**config.mk**
```make
export PLATFORM = sky130hd
export DESIGN_NAME = base64_encoder_core
export DESIGN_NICKNAME = d
export VERILOG_FILES = /design/src/hdl/b64e_pkg.sv /design/src/hdl/b64e_front.sv /design/src/hdl/b64e_job_fifo.sv /design/src/hdl/b64e_back.sv /design/src/hdl/base64_encoder_core.sv
export SDC_FILE = /design/constraint.sdc
export NUM_CORES = 1
export LEC_CHECK = 0
export BUFFER_PORTS_ARGS = -buffer_cell sky130_fd_sc_hd__buf_2
export CAP_MARGIN = 10
export CORE_ASPECT_RATIO = 1.75
export CORE_MARGIN = 2
export CORE_UTILIZATION = 59
export CTS_BUF_LIST = sky130_fd_sc_hd__clkbuf_16
export DETAILED_ROUTE_END_ITERATION = 6
export PLACE_DENSITY_LB_ADDON = 0.05
export SLEW_MARGIN = 20
export SYNTH_ARGS = -nofsm -noshare
export SYNTH_HDL_FRONTEND = slang
export SYNTH_SLANG_ARGS = --single-unit
export TNS_END_PERCENT = 10
```
**constraint.sdc**
```tcl
create_clock -name clk -period 3.3 [get_ports clk]
set_input_delay 0.825 -clock clk [delete_from_list [all_inputs] [get_ports clk]]
set_output_delay 0.825 -clock clk [all_outputs]
set_load 0.05 [all_outputs]
```
**src/hdl/b64e_pkg.sv**
```systemverilog
`timescale 1ns / 1ps
`default_nettype none

package b64e_pkg;

  localparam logic [7:0] PAD_CHAR = 8'h3d;  // '='

  localparam logic [1:0] PHASE_FIRST  = 2'd0;
  localparam logic [1:0] PHASE_SECOND = 2'd1;
  localparam logic [1:0] PHASE_THIRD  = 2'd2;

  localparam int SYMS_PER_JOB = 4;

  typedef struct packed {
    logic       pad;
    logic [5:0] val;
  } sym_t;

  // all characters caused by one input byte
  typedef struct packed {
    sym_t [SYMS_PER_JOB-1:0] syms;
    logic [1:0]              last_idx;
    logic                    msg_end;
  } job_t;

  function automatic logic [7:0] encode_sym(input sym_t s);
    logic [7:0] v;
    logic [7:0] ch;
    v = {2'b00, s.val};
    case (v) inside
      [8'd0:8'd25]:  ch = v + 8'h41;
      [8'd26:8'd51]: ch = v + 8'h47;   // 'a' - 26
      [8'd52:8'd61]: ch = v - 8'd4;    // '0' - 52
      8'd62:         ch = 8'h2b;
      default:       ch = 8'h2f;
    endcase
    if (s.pad) begin
      ch = PAD_CHAR;
    end
    return ch;
  endfunction

endpackage

`default_nettype wire

```
**src/hdl/b64e_front.sv**
```systemverilog
`timescale 1ns / 1ps
`default_nettype none

module b64e_front (
  input  wire logic            clk,
  input  wire logic            rst,
  input  wire logic            accept,
  input  wire logic [7:0]      data_byte,
  input  wire logic            end_of_message,
  output b64e_pkg::job_t       job,
  output logic [1:0]           phase
);

  logic [3:0] carry;
  logic [1:0] phase_next;
  logic [3:0] carry_next;

  always_comb begin
    job = '0;
    phase_next = b64e_pkg::PHASE_SECOND;
    carry_next = {2'b00, data_byte[1:0]};
    case (phase)
      b64e_pkg::PHASE_SECOND: begin
        job.syms[0].val = {carry[1:0], data_byte[7:4]};
        phase_next = b64e_pkg::PHASE_THIRD;
        carry_next = data_byte[3:0];
      end
      b64e_pkg::PHASE_THIRD: begin
        job.syms[0].val = {carry, data_byte[7:6]};
        job.syms[1].val = data_byte[5:0];
        job.last_idx = 2'd1;
        phase_next = b64e_pkg::PHASE_FIRST;
        carry_next = '0;
      end
      default: begin  // unused phase code acts as start of group
        job.syms[0].val = data_byte[7:2];
      end
    endcase

    if (end_of_message) begin
      job.msg_end = 1'b1;
      if (phase_next == b64e_pkg::PHASE_SECOND) begin
        job.syms[1].val = {carry_next[1:0], 4'b0000};
        job.syms[2].pad = 1'b1;
        job.syms[3].pad = 1'b1;
        job.last_idx = 2'd3;
      end else if (phase_next == b64e_pkg::PHASE_THIRD) begin
        job.syms[1].val = {carry_next, 2'b00};
        job.syms[2].pad = 1'b1;
        job.last_idx = 2'd2;
      end
      phase_next = b64e_pkg::PHASE_FIRST;
      carry_next = '0;
    end
  end

  always_ff @(posedge clk) begin
    if (rst) begin
      phase <= b64e_pkg::PHASE_FIRST;
      carry <= '0;
    end else if (accept) begin
      phase <= phase_next;
      carry <= carry_next;
    end
  end

endmodule

`default_nettype wire

```
**src/hdl/b64e_job_fifo.sv**
```systemverilog
`timescale 1ns / 1ps
`default_nettype none

module b64e_job_fifo #(
  parameter int DEPTH = 2
) (
  input  wire logic            clk,
  input  wire logic            rst,
  input  wire logic            wr_en,
  input  wire b64e_pkg::job_t  wr_job,
  output logic                 full,
  input  wire logic            rd_en,
  output b64e_pkg::job_t       rd_job,
  output logic                 empty
);

  localparam int PTR_W = (DEPTH > 1) ? $clog2(DEPTH) : 1;
  localparam int CNT_W = $clog2(DEPTH + 1);

  b64e_pkg::job_t    slots [DEPTH];
  logic [PTR_W-1:0]  wr_ptr;
  logic [PTR_W-1:0]  rd_ptr;
  logic [CNT_W-1:0]  count;

  function automatic logic [PTR_W-1:0] bump(input logic [PTR_W-1:0] p);
    return (p == PTR_W'(DEPTH - 1)) ? '0 : p + PTR_W'(1);
  endfunction

  assign full   = (count == CNT_W'(DEPTH));
  assign empty  = (count == '0);
  assign rd_job = slots[rd_ptr];

  always_ff @(posedge clk) begin
    if (wr_en) begin
      slots[wr_ptr] <= wr_job;
    end
  end

  always_ff @(posedge clk) begin
    if (rst) begin
      wr_ptr <= '0;
      rd_ptr <= '0;
      count  <= '0;
    end else begin
      if (wr_en) begin
        wr_ptr <= bump(wr_ptr);
      end
      if (rd_en) begin
        rd_ptr <= bump(rd_ptr);
      end
      if (wr_en && !rd_en) begin
        count <= count + CNT_W'(1);
      end else if (rd_en && !wr_en) begin
        count <= count - CNT_W'(1);
      end
    end
  end

endmodule

`default_nettype wire

```
**src/hdl/b64e_back.sv**
```systemverilog
`timescale 1ns / 1ps
`default_nettype none

module b64e_back (
  input  wire logic            clk,
  input  wire logic            rst,
  input  wire b64e_pkg::job_t  job,
  input  wire logic            job_valid,
  output logic                 job_done,
  output logic [1:0]           idx,
  output logic [7:0]           out_char,
  output logic                 out_last,
  output logic                 empty,
  input  wire logic            pop
);

  logic out_valid;
  logic advance;
  logic at_end;

  assign empty    = !out_valid;
  assign advance  = job_valid && (!out_valid || pop);
  assign at_end   = (idx == job.last_idx);
  assign job_done = advance && at_end;

  always_ff @(posedge clk) begin
    if (advance) begin
      out_char <= b64e_pkg::encode_sym(job.syms[idx]);
      out_last <= job.msg_end && at_end;
    end
  end

  always_ff @(posedge clk) begin
    if (rst) begin
      out_valid <= 1'b0;
      idx       <= '0;
    end else begin
      if (advance) begin
        out_valid <= 1'b1;
        idx       <= at_end ? 2'd0 : idx + 2'd1;
      end else if (pop) begin
        out_valid <= 1'b0;
      end
    end
  end

endmodule

`default_nettype wire

```
**src/hdl/base64_encoder_core.sv**
```systemverilog
// A taken byte is stored as one job in the queue; its characters are then registered
// in turn in the back end's character register. Throughput: one character per cycle
// out of the back end while the receiver keeps popping; a byte yields 1 to 4
// characters, so the single character register sets the sustained rate. A short job
// queue lets the front take bytes during bursts. Reset (rst, synchronous): group
// position and leftover bits clear, queue and output empty.
`timescale 1ns / 1ps
`default_nettype none

module base64_encoder_core #(
  parameter int JOB_DEPTH = 2
) (
  input  wire logic       clk,
  input  wire logic       rst,
  input  wire logic       push,
  output logic            full,
  input  wire logic [7:0] data_byte,
  input  wire logic       end_of_message,
  output logic            empty,
  input  wire logic       pop,
  output logic [7:0]      out_char,
  output logic            out_last
);

  b64e_pkg::job_t new_job;
  b64e_pkg::job_t head_job;
  logic           accept;
  logic           q_empty;
  logic           job_done;
  logic [1:0]     phase;
  logic [1:0]     idx;

  assign accept = push && !full;

  b64e_front u_front (
    .clk            (clk),
    .rst            (rst),
    .accept         (accept),
    .data_byte      (data_byte),
    .end_of_message (end_of_message),
    .job            (new_job),
    .phase          (phase)
  );

  b64e_job_fifo #(
    .DEPTH (JOB_DEPTH)
  ) u_queue (
    .clk    (clk),
    .rst    (rst),
    .wr_en  (accept),
    .wr_job (new_job),
    .full   (full),
    .rd_en  (job_done),
    .rd_job (head_job),
    .empty  (q_empty)
  );

  b64e_back u_back (
    .clk       (clk),
    .rst       (rst),
    .job       (head_job),
    .job_valid (!q_empty),
    .job_done  (job_done),
    .idx       (idx),
    .out_char  (out_char),
    .out_last  (out_last),
    .empty     (empty),
    .pop       (pop)
  );

  // end of message always leaves the front at the start of a group
  a_eom_resets_phase: assert property (@(posedge clk) disable iff (rst)
    accept && end_of_message |=> phase == b64e_pkg::PHASE_FIRST)
    else $error("group position not cleared after end of message");

  // character index stays within the head job
  a_idx_in_job: assert property (@(posedge clk) disable iff (rst)
    !q_empty |-> idx <= head_job.last_idx)
    else $error("character index past end of job");

  // a partly sent job cannot vanish from the queue
  a_idx_needs_job: assert property (@(posedge clk) disable iff (rst)
    idx != 2'd0 |-> !q_empty)
    else $error("character index set with no job queued");

  // the unused phase code is never entered
  a_phase_legal: assert property (@(posedge clk) disable iff (rst)
    phase != 2'd3)
    else $error("group position reached unused code");

endmodule

`default_nettype wire

```
==> key figures <==
Yosys
  – Synthesized area: between 2000 and 3000 um^2
  – Sequential share of the synthesized area: 0.5178
  – Post-synth top flop: edfxtp_1
  – Yosys reg bits: 55
  – EDFF count, synth: 41
  – Top area cells in the synthesized netlist: edfxtp_1 42%, dfxtp_1 9.6%, ha_1 5.6%, mux4_1 3.6%, a22oi_1 3.1%
  – Syn_nets: ~280
  – Syn_area_per_cell: between 10 and 15 um^2
  – Warnings, synthesis: 0
  – Post-synth top area share: 0.4218
  – Count of cell types in the netlist: 48
  – Post-Synthesis Cells: around 260
  – Post-synth top area cell: edfxtp_1
  – Async S/R FF share, synth: 0

GRT
  – Initial antenna violation count: 0
  – Largest net degree at the start of global routing: 21
  – Overflow left after global routing: 0
  – Global-route usage over all layers: 0.2355
  – Vias in the first global route: 2,048
  – Global-route wire length before repair: a little under 10,000 um

Clock network
  – Inserted Clock Buffers: 5
  – Post-CTS resize count: 0
  – Clk slew on worst S/H paths: ~0.07 ns
  – Max clock buf depth: 2
  – Clk sinks: 55
  – Latest clock arrival within the worst-skew pair: slightly below 0.3 ns
  – H-tree levels: 2
  – Postcts setup bufs: 0
  – Hold buffer count at cts: 0
  – Clk root buf: clkbuf_16
  – CTS tree: done

Drt
  – DR WL/cell: roughly 18 um
  – Initial DRC count: 83
  – Vias: 2,050
  – Vias per cell: approximately 6
  – Pre-antenna DRT Iters: 4
  – Total Wirelength: approximately 6000 um
  – # DRC: 0
  – Detail Route Antenna Nets: 0

Worst setup path
  – Startpoint types: flop
  – Crit-path max FO: 6
  – CP Capture Type: flop
  – Critical Path AT: 3.23 ns
  – Critical path type: flop to flop
  – WP data required: 3.40 ns

Die
  – Die height: about 97 um
  – Placeable Area: approximately 4700 um^2
  – Die width: around 57 um
  – Initial core utilization: 0.6201
  – Total die area: between 5000 and 6000 um^2
  – Standard-cell rows: 33
  – Io pins: 24

Layout
  – Finished layout cell area: roughly 3300 um^2
  – Share of cells above drive strength 1: 0.1837
  – Nets: roughly 310
  – Fillcell total: 353
  – N_diodes: 0
  – Area Growth Syn to Fin: 11.66%

STA
  – Worst Clk Skew: 0.009778 ns
  – Fmax: roughly 0.32 GHz
  – Slew Viols, Final: 0
  – Slew @ Worst Pin: between 0.6 and 0.7 ns
  – Total negative slack: 0 ns
  – Hold Violations, Final: 0
  – Final setup viols: 0
  – Final min period: roughly 3.1 ns
  – RSZ-0062 raised after global routing: no
  – Slew Limit Headroom: 0.5949
  – Final worst path period share: 0.9486

Power and ir drop
  – LEAKAGE: about 1.3 nW
  – Max VDD drop: between 0.6 and 0.7 mV
  – Pwr Density: around 1100 nW/um^2

Placed design
  – Post-DP HPWL: between 4000 and 5000 um
  – PortBufs: 23
  – Placed cell areas: 3112 um^2
  – Routability congestion estimate: ~0.95

Flow run
  – Max-cap violations: 0

Outcome
  – Status: finished clean

Worst hold path
  – Worst hold path class: flop to flop
Yosys cell counts (all sizes together), types with 2 or more instances:
cell     n
nor2b    5
o221ai   2
a22oi   12
o21ai   15
and3     5
a32o     2
a21oi   12
nand2b   7
nor3b    2
ha      13
dfxtp   14
o211ai   2
nand3    5
a211o    2
inv     14
xor2     7
mux2i    7
clkbuf   9
edfxtp  41
xnor2    4
mux4     7
buf      3
nor3     4
nor2    21
nand2   21
critical path, cell delays in order (launching register included):
cell and delay (ns):
dfxtp_2 0.42, mux4_1 0.68, nand2b_1 0.23, inv_1 0.14, ha_1 0.27, nor2b_1 0.18, o21ai_0 0.29, a21oi_1 0.08
or4_1 0.48, o211ai_1 0.16
per-stage QoR:
step	hold slack (ns)	setup WS (ns)	utilization	cells	power, mW
floorplan	0.4559	0.3838	-	255	2.494
global placement	0.4783	0.05871	0.6611	327	2.959
detailed placement	0.4830	0.02625	0.6611	327	2.982
CTS	0.4941	0.01943	0.6917	335	3.493
global route	0.5228	0.01060	0.6925	335	3.703
finish	0.4947	0.1695	0.6925	335	3.486
layer usage:
metal | routed length, um | track usage | up-vias
li1 | - | - | 1003
met1 | 2062 | 0.2164 | 985
met2 | 3617 | 0.4562 | 43
met3 | 156 | 0.03995 | 19
met4 | 236 | 0.1306 | 0
met5 | 0 | 0 | -
path summary, 6_finish.rpt:
check / from / endpoint / slack, ns / depth (start not counted)
setup / recovery: flop / u_back.out_char[3] / 0.17 / 9
hold / removal: u_back.out_valid / u_back.out_valid / 0.49 / 2
setup reg to reg: flop / u_back.out_char[3] / 0.17 / 9
hold reg to reg: u_back.out_valid / u_back.out_valid / 0.49 / 2
registers in the layout, summed over array words and instances, names as in the netlist, named ones only:
register / cells
u_queue.rd_ptr: 1
u_queue.wr_ptr: 1
u_front.phase: 2
u_back.out_valid: 1
u_back.out_char: 8
u_back.out_last: 1
u_back.idx: 2
u_queue.slots: 32
u_queue.count: 2
u_front.carry: 4
final cells by class:
type                            count  area (um^2)  area share
Tap cell                           52        65.06     0.01996
Multi-Input combinational cell    174         1303      0.3996
Clock buffer                        5        125.1     0.03839
Timing Repair Buffer               32        182.7     0.05605
Clock inverter                      3        18.77    0.005758
Sequential cell                    55         1513      0.4641
Inverter                           14        52.55     0.01612
power breakdown:
group / total, mW / leakage (nW) / switching [mW] / internal (mW)
clock: 0.507 / 0.0740 / 0.226 / 0.281
sequential: 1.08 / 0.504 / 0.0892 / 0.992
combinational: 1.90 / 0.709 / 1.20 / 0.696
logic make-up (layout without fill, tap and decap cells):
| family | Yosys count | after routing | synth area share |
|---|---|---|---|
| flops | 55 | 55 | 0.5178 |
| xor+xnor | 11 | 11 | 0.03300 |
| mux | 15 | 15 | 0.08701 |
| buf+inv | 26 | 54 | 0.03686 |
| fa+ha+maj | 13 | 13 | 0.05572 |
| compound gates | 55 | 55 | 0.1303 |
| simple gates | 80 | 80 | 0.1393 |
placed cells by master, fill, tap and decap left out, types with 9 or more instances in the layout:
cell      count
edfxtp_1     41
ha_1         13
a21oi_1      12
buf_4         9
inv_1        14
buf_2        23
a22oi_1      12
nor2_1       21
dfxtp_1      13
o21ai_0      15
nand2_1      21
Note: power is estimated with default switching activity, not from simulation.
